## src/sv/lpfc_pkg.sv

```systemverilog
`timescale 1ns / 1ps

package lpfc_pkg;

    localparam int COUNT_W      = 34;
    localparam int PREFIX_BYTES = 4;
    localparam int HEADER_BYTES = 4;
    localparam int CFG_DATA_W   = 32;

    localparam logic [0:0] CFG_MAX_BODY = 1'b0;
    localparam logic [0:0] CFG_VERSION  = 1'b1;

    typedef enum logic [0:0] {
        OP_BYTE       = 1'b0,
        OP_SLOT_WRITE = 1'b1
    } t_op;

    typedef enum logic [2:0] {
        ST_OK           = 3'd0,
        ST_SHORT        = 3'd1,
        ST_TOO_LARGE    = 3'd2,
        ST_UNDER_HEADER = 3'd3,
        ST_INCOMPLETE   = 3'd4,
        ST_TRAILING     = 3'd5,
        ST_VERSION      = 3'd6,
        ST_OPCODE       = 3'd7
    } t_status;

    typedef struct packed {
        logic        en;
        logic [3:0]  index;
        logic [15:0] opcode;
        logic        mapped;
    } t_slot_wr;

    typedef struct packed {
        logic [7:0]  payload_byte;
        logic        byte_valid;
        logic        frame_done;
        t_status     frame_status;
        logic [15:0] frame_version;
        logic [15:0] frame_opcode;
    } t_result;

endpackage

```

## src/sv/lpfc_frame_parser.sv

```systemverilog
`timescale 1ns / 1ps

module lpfc_frame_parser
    import lpfc_pkg::*;
(
    input  logic        i_clk,
    input  logic        i_rst_n,
    input  logic        i_step,
    input  logic [7:0]  i_byte,
    input  logic        i_last,
    input  logic [31:0] i_max_body,
    input  logic [15:0] i_expected_version,
    input  logic        i_opcode_hit,
    output logic [15:0] o_lookup,
    output t_result     o_result
);

    logic [COUNT_W-1:0] r_count;
    logic [31:0]        r_body;
    logic [15:0]        r_version;
    logic [15:0]        r_opcode;

    logic [COUNT_W-1:0] n_count;
    logic [31:0]        n_body;
    logic [15:0]        n_version;
    logic [15:0]        n_opcode;

    logic [COUNT_W-1:0] w_total;
    logic [COUNT_W-1:0] w_expected;
    logic               w_valid;
    t_status            w_status;

    always_comb begin
        n_body    = r_body;
        n_version = r_version;
        n_opcode  = r_opcode;
        if (r_count < COUNT_W'(PREFIX_BYTES)) begin
            case (r_count[1:0])
                2'd0:    n_body[7:0]   = r_body[7:0]   | i_byte;
                2'd1:    n_body[15:8]  = r_body[15:8]  | i_byte;
                2'd2:    n_body[23:16] = r_body[23:16] | i_byte;
                2'd3:    n_body[31:24] = r_body[31:24] | i_byte;
                default: n_body        = r_body;
            endcase
        end else if (r_count == COUNT_W'(4)) begin
            n_version[7:0] = r_version[7:0] | i_byte;
        end else if (r_count == COUNT_W'(5)) begin
            n_version[15:8] = r_version[15:8] | i_byte;
        end else if (r_count == COUNT_W'(6)) begin
            n_opcode[7:0] = r_opcode[7:0] | i_byte;
        end else if (r_count == COUNT_W'(7)) begin
            n_opcode[15:8] = r_opcode[15:8] | i_byte;
        end
    end

    assign o_lookup = n_opcode;

    assign w_total    = (&r_count) ? r_count : r_count + COUNT_W'(1);
    assign w_expected = COUNT_W'(n_body) + COUNT_W'(PREFIX_BYTES);
    assign w_valid    = (r_count >= COUNT_W'(PREFIX_BYTES + HEADER_BYTES)) &&
                        ((r_count - COUNT_W'(PREFIX_BYTES)) < COUNT_W'(r_body));

    always_comb begin
        if (w_total < COUNT_W'(PREFIX_BYTES)) begin
            w_status = ST_SHORT;
        end else if (n_body > i_max_body) begin
            w_status = ST_TOO_LARGE;
        end else if (n_body < 32'(HEADER_BYTES)) begin
            w_status = ST_UNDER_HEADER;
        end else if (w_total < w_expected) begin
            w_status = ST_INCOMPLETE;
        end else if (w_total > w_expected) begin
            w_status = ST_TRAILING;
        end else if (n_version != i_expected_version) begin
            w_status = ST_VERSION;
        end else if (!i_opcode_hit) begin
            w_status = ST_OPCODE;
        end else begin
            w_status = ST_OK;
        end
    end

    always_comb begin
        o_result.payload_byte  = w_valid ? i_byte : 8'd0;
        o_result.byte_valid    = w_valid;
        o_result.frame_done    = i_last;
        o_result.frame_status  = i_last ? w_status : ST_OK;
        o_result.frame_version = i_last ? n_version : 16'd0;
        o_result.frame_opcode  = i_last ? n_opcode : 16'd0;
    end

    assign n_count = i_last ? '0 : w_total;

    always_ff @(posedge i_clk) begin
        if (!i_rst_n) begin
            r_count   <= '0;
            r_body    <= '0;
            r_version <= '0;
            r_opcode  <= '0;
        end else if (i_step) begin
            r_count   <= n_count;
            r_body    <= i_last ? 32'd0 : n_body;
            r_version <= i_last ? 16'd0 : n_version;
            r_opcode  <= i_last ? 16'd0 : n_opcode;
        end
    end

endmodule

```

## config.mk

```make
export PLATFORM = sky130hd
export DESIGN_NAME = lpfc_frame_parser
export DESIGN_NICKNAME = d
export VERILOG_FILES = /design/src/sv/lpfc_pkg.sv /design/src/sv/lpfc_frame_parser.sv
export SDC_FILE = /design/constraint.sdc
export NUM_CORES = 1
export LEC_CHECK = 0
export BUFFER_PORTS_ARGS = -buffer_cell sky130_fd_sc_hd__clkbuf_2
export CORE_ASPECT_RATIO = 0.5
export CORE_MARGIN = 2
export CORE_UTILIZATION = 45
export DETAILED_ROUTE_END_ITERATION = 8
export PLACE_DENSITY_LB_ADDON = 0.15
export SYNTH_ARGS = -nofsm -noshare
export SYNTH_HDL_FRONTEND = slang
export SYNTH_SLANG_ARGS = --single-unit
```

## constraint.sdc

```tcl
create_clock -name i_clk -period 7.2 [get_ports i_clk]
set_clock_uncertainty 0.05 [all_clocks]
set_input_delay 1.8 -clock i_clk [delete_from_list [all_inputs] [get_ports i_clk]]
set_output_delay 1.8 -clock i_clk [all_outputs]
set_load 0.005 [all_outputs]
```

==> results.json, run 1 <==
{
  "drv_slew": 0,
  "cts_sinks": 98,
  "finalCriticalPeriod_ps": 7140,
  "seq_area_frac_synth": 0.197,
  "grt_pass1_vias": 10100,
  "ys_ff_latch": 98,
  "cp_top_family": "simple AND/OR/NAND/NOR gates",
  "grt_max_degree": 48,
  "ys_top_cells_by_area": "dfxtp_1, ha_1, inv_1",
  "num_io_pins": 122,
  "track_usage": 0.346,
  "wl_met3_mm": 4.58,
  "async_reset_ff_frac": 0,
  "nFillCells": 2118,
  "hold_viol_final": 0,
  "diodes": 0,
  "port_buffers": 121,
  "hp-start": "r_version[5]",
  "cts-hold-fix-buffers": 0,
  "setup_tns_ps": 0,
  "drt_iter0_drc": 1188,
  "final_nets": 1650,
  "clk_pin_slew_ps": 80,
  "vdd_ir_drop_max_v": 0.000107,
  "cp_data_arrival_time_ps": 5290,
  "syn2layout_area_growth_pct": 19.4,
  "finalWirelength_mm": 40.7,
  "dp_cells": 1763,
  "wl_met1_mm": 19.1,
  "syn_inst": 1336,
  "path_buf_inv": 4,
  "grt_pass1_wl_mm": 60.8,
  "clockRootBuffer": "clkbuf_16",
  "avgSynthCellArea_um2": 7.45,
  "r2r_slack_ps": 3700,
  "r2r_end": "r_opcode[12]",
  "syn_area_mm2": 0.00995,
  "synth_top_area_frac": 0.197,
  "yosysTopAreaCell": "dfxtp_1",
  "die_x_um": 214,
  "leakage_nw": 5.51,
  "row_count": 38,
  "crit_slowest_cell": "o41ai_4",
  "synth_nets": 1503,
  "postLayoutCoreUtil": 0.548,
  "cpPeakStageDelay_ps": 390,
  "synth_ff_type": "dfxtp_1",
  "drv_cap": 0,
  "firstDrtPassIters": 6,
  "cp_max_fo": 5,
  "topRoutingLayerUsed": "met4",
  "multiInputGateArea_mm2": 0.00732,
  "die_area_mm2": 0.0234,
  "fin_crit_sh": 0.991,
  "final_cells": 1788,
  "worstReg2RegStart": "r_count[12]",
  "slew_headroom": 0.263,
  "grt_antenna_before_repair": 0,
  "r2r_cells": 10,
  "gp_congestion": 0.995,
  "cp.depth": 20,
  "critical_path.cell_chain": "buf_4, buf_6, nand2_2, o41ai_4, and4_4, nand3_4, buf_4, nor3_4, nand3_2, xnor2_2, ha_1, a21o_1, nand3_2, and3b_1, o311ai_1, o31ai_1, nand3_1, nand2b_4, a32o_1, clkbuf_2",
  "vias": 11000,
  "fp.dieH_um": 109,
  "wl_met2_mm": 16.0,
  "grt_setup_unrepaired": "true",
  "outcome": "finished clean",
  "min_path_cells": 2,
  "wl_per_cell_um": 22.8,
  "via_per_inst": 6.13,
  "antenna_left": 0,
  "power_density_mw_per_mm2": 110,
  "numCtsBuffers": 9,
  "tightest_slew_ps": 1110,
  "max_freq_ghz": 0.140,
  "min_to": "r_version[5]",
  "clk-insertion-delay-late_ps": 380,
  "drcViolationCount": 0,
  "worst_setup_path_start_kind": "input pin",
  "core_area_mm2": 0.0217,
  "synthDistinctLibCells": 74,
  "hpwl_mm": 31.8,
  "synth_edf_count": 0,
  "hold_class": "reg -> reg",
  "htree_levels": 3,
  "regArea_mm2": 0.00196,
  "yosys_warnings": 0,
  "cts_tree": "done",
  "layout-drive-gt1-share": 0.206,
  "crit_type": "in -> out",
  "cp.required_ps": 5350,
  "initial_utilization": 0.459,
  "setup-violations-final": 0,
  "end_kind": "output port",
  "overflow": 0,
  "cts_buffer_depth": 2
}
-- synthesized netlist by cell type (3+ instances only) --
library cell and instances:
buf_1 4, and4_1 13, o211a_1 13, o31ai_1 4
o22ai_1 14, o211ai_1 4, o2111ai_1 4, buf_2 18
a22oi_1 13, ha_1 106, nor4_1 37, o41ai_1 5
nor3_1 37, inv_1 130, nand2_1 80, xnor2_1 48
clkbuf_1 65, nor2_1 81, o41ai_2 6, nor3b_1 4
nand4_1 38, a21o_1 26, a211oi_1 36, a31oi_1 25
a21boi_0 14, nor2b_1 43, xor2_1 33, or3_1 20
o21a_1 11, and3_1 12, dfxtp_1 98, nor4_2 3
a31o_2 7, nand2b_1 27, buf_4 3, nand3_1 40
and2_1 15, a21oi_1 68, a22o_1 4, or4_1 14
o21ai_0 67, o21bai_1 4
-- sequential cells by signal (all words and copies together) (netlist names) --
| signal | flops |
|---|---|
| r_count | 34 |
| r_body | 32 |
| r_opcode | 16 |
| r_version | 16 |
-- cell families (layout without fill, tap and decap cells) --
group	Yosys count	count (layout)	share of synthesized area
mux	2	2	0.00201
xor+xnor	81	81	0.0713
flops	98	98	0.197
fa+ha+maj	106	106	0.133
simple gates	482	482	0.270
buf+inv	223	375	0.0890
compound gates	344	344	0.237
-- worst register-to-register path, stage by stage, from the launching register on --
cell	delay, ps
dfxtp_1	340
nor4_2	320
buf_4	190
nand4_1	250
buf_4	350
nor2_1	210
buf_4	210
nand4_1	180
nor3b_1	890
a21oi_1	300
nor2_1	160
-- layer usage --
metal	vias to the layer above	track usage
met4	0	0.103
met5	-	0
met2	586	0.498
li1	5117	-
met3	67	0.0929
met1	5190	0.500
-- area by class of cell --
| class | instances | area share |
|---|---|---|
| repair buffers | 228 | 0.120 |
| well taps | 300 | 0.0316 |
| clock buffers | 9 | 0.0190 |
| clock inverters | 7 | 0.00642 |
| inverters | 131 | 0.0414 |
| flip-flops and latches | 98 | 0.165 |
| multi-input cells | 1015 | 0.616 |
-- worst max path at each step --
| stage | startpoint | endpoint | slack, ps |
|---|---|---|---|
| final | i_byte[2] | o_result[32] | 60 |
| after global placement | i_byte[2] | o_result[32] | 90 |
| after CTS | i_byte[4] | o_result[32] | 40 |
| after floorplan | i_byte[2] | o_result[32] | 90 |
| after detailed placement | i_byte[3] | o_result[32] | 9 |
| after global routing | i_byte[4] | o_result[32] | -50 |
-- per-stage QoR --
stage	worst slack, ps	power, W	instance area, um^2	hold WS (ps)
after floorplan	94.2	0.000685	9950	387
after global placement	88.3	0.000779	11300	401
after detailed placement	9.42	0.000781	11300	411
after CTS	37.5	0.00130	11600	431
after global routing	-48.3	0.00135	11900	451
final	61.8	0.00130	11900	427
-- cells in the final DEF (no fill, tap or decap), types with 8 or more instances in the layout --
| cell | n |
|---|---|
| nor2b_1 | 43 |
| a21o_1 | 26 |
| a21boi_0 | 14 |
| nor4_1 | 31 |
| xnor2_1 | 47 |
| o211a_1 | 13 |
| ha_1 | 106 |
| o41ai_2 | 8 |
| nand2b_1 | 26 |
| o21a_1 | 11 |
| nor3_2 | 8 |
| clkbuf_2 | 119 |
| o21ai_0 | 67 |
| nor2_1 | 78 |
| and2_1 | 15 |
| a22oi_1 | 13 |
| dfxtp_1 | 98 |
| a21oi_1 | 68 |
| nand2_1 | 78 |
| nor4_2 | 8 |
| clkbuf_16 | 9 |
| a211oi_1 | 35 |
| inv_1 | 128 |
| nor3_1 | 31 |
| o22ai_1 | 14 |
| and3_1 | 12 |
| or3_1 | 19 |
| buf_4 | 106 |
| xor2_1 | 33 |
| a31oi_1 | 25 |
| nand3_1 | 36 |
| nand4_1 | 38 |
| and4_1 | 12 |
| or4_1 | 14 |
-- repair_timing --
action	4_1_cts	5_1_grt
pin swaps	0	19
endpoints found under the setup margin	1	11
buffers inserted	0	9
resized for setup	2	42
hold endpoints to repair	0	0
-- power by group --
| part | switching, W | internal [W] |
|---|---|---|
| registers | 0.00000367 | 0.000545 |
| clock network | 0.000274 | 0.000247 |
| logic | 0.000141 | 0.0000910 |
Power figures use the tool's default switching activity.
==> inputs of run 2 (changes only) <==
--- a/config.mk
+++ b/config.mk
@@ -5,9 +5,10 @@
 export SDC_FILE = /design/constraint.sdc
 export NUM_CORES = 1
 export LEC_CHECK = 0
+export ABC_AREA = 1
 export BUFFER_PORTS_ARGS = -buffer_cell sky130_fd_sc_hd__clkbuf_2
 export CORE_ASPECT_RATIO = 0.5
-export CORE_MARGIN = 2
+export CORE_MARGIN = 8
 export CORE_UTILIZATION = 45
 export DETAILED_ROUTE_END_ITERATION = 8
 export PLACE_DENSITY_LB_ADDON = 0.15
==> run 2 against run 1 <==
  * Worst hold slack lost 5.2 ps
  * Combinational power decreased by 20%
  * Core utilization shrank 3.7 points
==> results.json, run 2 <==
{
  "outcome": "finished clean",
  "mostFrequentLayoutCell": "nand2_1",
  "drv_cap": 0,
  "antenna_left": 0,
  "worst_setup_path_start_kind": "input pin",
  "port_buffers": 121,
  "cp_data_arrival_time_ps": 5120,
  "clk-insertion-delay-late_ps": 390,
  "cp.required_ps": 5350,
  "synth.most_common_cell": "nand2_1",
  "min_path_cells": 2,
  "synth_ff_type": "dfxtp_1",
  "regArea_mm2": 0.00196,
  "largest_register": "r_count",
  "fp.dieH_um": 124,
  "final_nets": 1958,
  "final_cells": 2103,
  "mostFrequentLayoutCells": "nand2_1, inv_1, nor2_1",
  "ys_top_cells_by_area": "dfxtp_1, nand2_1, ha_1",
  "grt_pass1_wl_mm": 58.8,
  "tightest_slew_ps": 1090,
  "overflow": 0,
  "ys_ff_latch": 98,
  "row_count": 39,
  "setup_tns_ps": 0,
  "leakage_nw": 5.58,
  "synth_edf_count": 0,
  "ys_top_cells_by_count": "nand2_1, inv_1, nor2_1",
  "fin_crit_sh": 0.969,
  "r2r_end": "r_opcode[1]",
  "slew_headroom": 0.275,
  "initial_utilization": 0.460,
  "r2r_slack_ps": 3860,
  "grt_antenna_before_repair": 0,
  "htree_levels": 3,
  "grt_max_degree": 65,
  "crit_type": "in -> out",
  "hold_class": "reg -> reg",
  "vias": 11300,
  "multiInputGateArea_mm2": 0.00721,
  "syn2layout_area_growth_pct": 11.0,
  "gp_congestion": 0.996,
  "hold_viol_final": 0,
  "synthDistinctLibCells": 57,
  "nFillCells": 2444,
  "grt_pass1_vias": 10300,
  "diodes": 0,
  "timing.hold.ws_ps": 422,
  "die_x_um": 232,
  "seq_area_frac_synth": 0.186,
  "power_density_mw_per_mm2": 105,
  "die_area_mm2": 0.0289,
  "wl_per_cell_um": 18.5,
  "yosysTopAreaCell": "dfxtp_1",
  "setup-violations-final": 0,
  "synth_top_area_frac": 0.186,
  "finalCriticalPeriod_ps": 6970,
  "drt_iter0_drc": 1080,
  "end_kind": "output port",
  "track_usage": 0.266,
  "layout-drive-gt1-share": 0.133,
  "max_freq_ghz": 0.143,
  "firstDrtPassIters": 5,
  "via_per_inst": 5.39,
  "core_area_mm2": 0.0229,
  "syn_area_mm2": 0.0105,
  "dp_cells": 2082,
  "vdd_ir_drop_max_v": 0.000114,
  "reg_top3": "r_count: 34 flops, r_body: 32 flops",
  "cts_buffer_depth": 2,
  "cp_max_fo": 5,
  "yosys_warnings": 0,
  "cts_tree": "done",
  "clockRootBuffer": "clkbuf_16",
  "async_reset_ff_frac": 0,
  "clk_pin_slew_ps": 70,
  "drcViolationCount": 0,
  "hpwl_mm": 31.2,
  "drv_slew": 0,
  "finalWirelength_mm": 38.9,
  "syn_inst": 1696,
  "cts_sinks": 98,
  "hp-start": "r_body[7]",
  "worstReg2RegStart": "r_count[0]",
  "avgSynthCellArea_um2": 6.21,
  "num_io_pins": 122,
  "numCtsBuffers": 9,
  "grt_setup_unrepaired": "false",
  "synth_nets": 1863,
  "cts-hold-fix-buffers": 0,
  "min_to": "r_body[7]",
  "largest_register_ffs": 34,
  "r2r_cells": 8,
  "power_w": 0.00122
}
## run 2: report_power, final
part / internal [W] / switching (W) / total (W)
Sequential: 0.000544 / 0.00000245 / 0.000546
Clock: 0.000237 / 0.000255 / 0.000492
Combinational: 0.0000583 / 0.000127 / 0.000185
Total: 0.000839 / 0.000384 / 0.00122
## run 2: cell families after synthesis
group	synth area share
muxes	0.000950
AOI/OAI and AO/OA	0.132
adders and majority gates	0.126
buffers and inverters	0.132
xor gates and xnor gates	0.0665
DFF	0.186
and+or+nand+nor	0.356
## run 2: worst max-delay path by stage
stage                    start            to  slack (ps)  depth (start not counted)
floorplan            i_byte[3]  o_result[33]        1100                         20
global placement     i_byte[6]  o_result[33]         330                         22
detailed placement   i_byte[6]  o_result[33]         330                         22
CTS                 r_count[2]  o_result[33]         190                         27
global route         i_byte[6]  o_result[33]          10                         22
finish               i_byte[6]  o_result[33]         230                         22
## run 2: cell type report
class / instances / share of cell area
Clock buffer: 9 / 0.0193
Tap cell: 307 / 0.0329
Sequential cell: 98 / 0.168
Clock inverter: 7 / 0.00460
Multi-Input combinational cell: 1255 / 0.617
Timing Repair Buffer: 147 / 0.0685
Inverter: 280 / 0.0901
## run 2: per-stage QoR
stage	instance area (um^2)	setup slack, ps	utilization
after global routing	11700	12.9	0.511
after detailed placement	11300	327	0.496
after CTS	11600	193	0.508
final	11700	225	0.511
after global placement	11300	334	0.496
after floorplan	10500	1100	-
## run 2: what timing repair did
| item | in CTS | in global routing |
|---|---|---|
| setup buffers | 0 | 4 |
| resized for setup | 0 | 5 |
| endpoints found under the setup margin | 0 | 3 |
## run 2: routing by layer
metal  share of wire  routed length, um  vias to the layer above  GRT usage
met5               0                  0                        -          0
met4           0.015                578                        0     0.0661
met3           0.092               3570                       37     0.0648
met2            0.41              16000                      448      0.393
met1            0.48              18700                     5200      0.382
li1                -                  -                     5652          -
## run 2: worst max-delay path, stage by stage
cell	delay (ps)
clkbuf_2	170
nand2_1	130
o21ai_4	240
nand2_1	110
nor2_1	200
nand2_1	200
nor2_2	170
inv_1	80
o21ai_0	210
o21ai_1	130
ha_1	330
nand4_1	160
nor2_1	170
o211ai_1	110
nand3_1	100
nand2_1	50
nand2_1	130
inv_1	100
nor3_2	170
nand2_1	80
a21oi_1	130
clkbuf_2	150
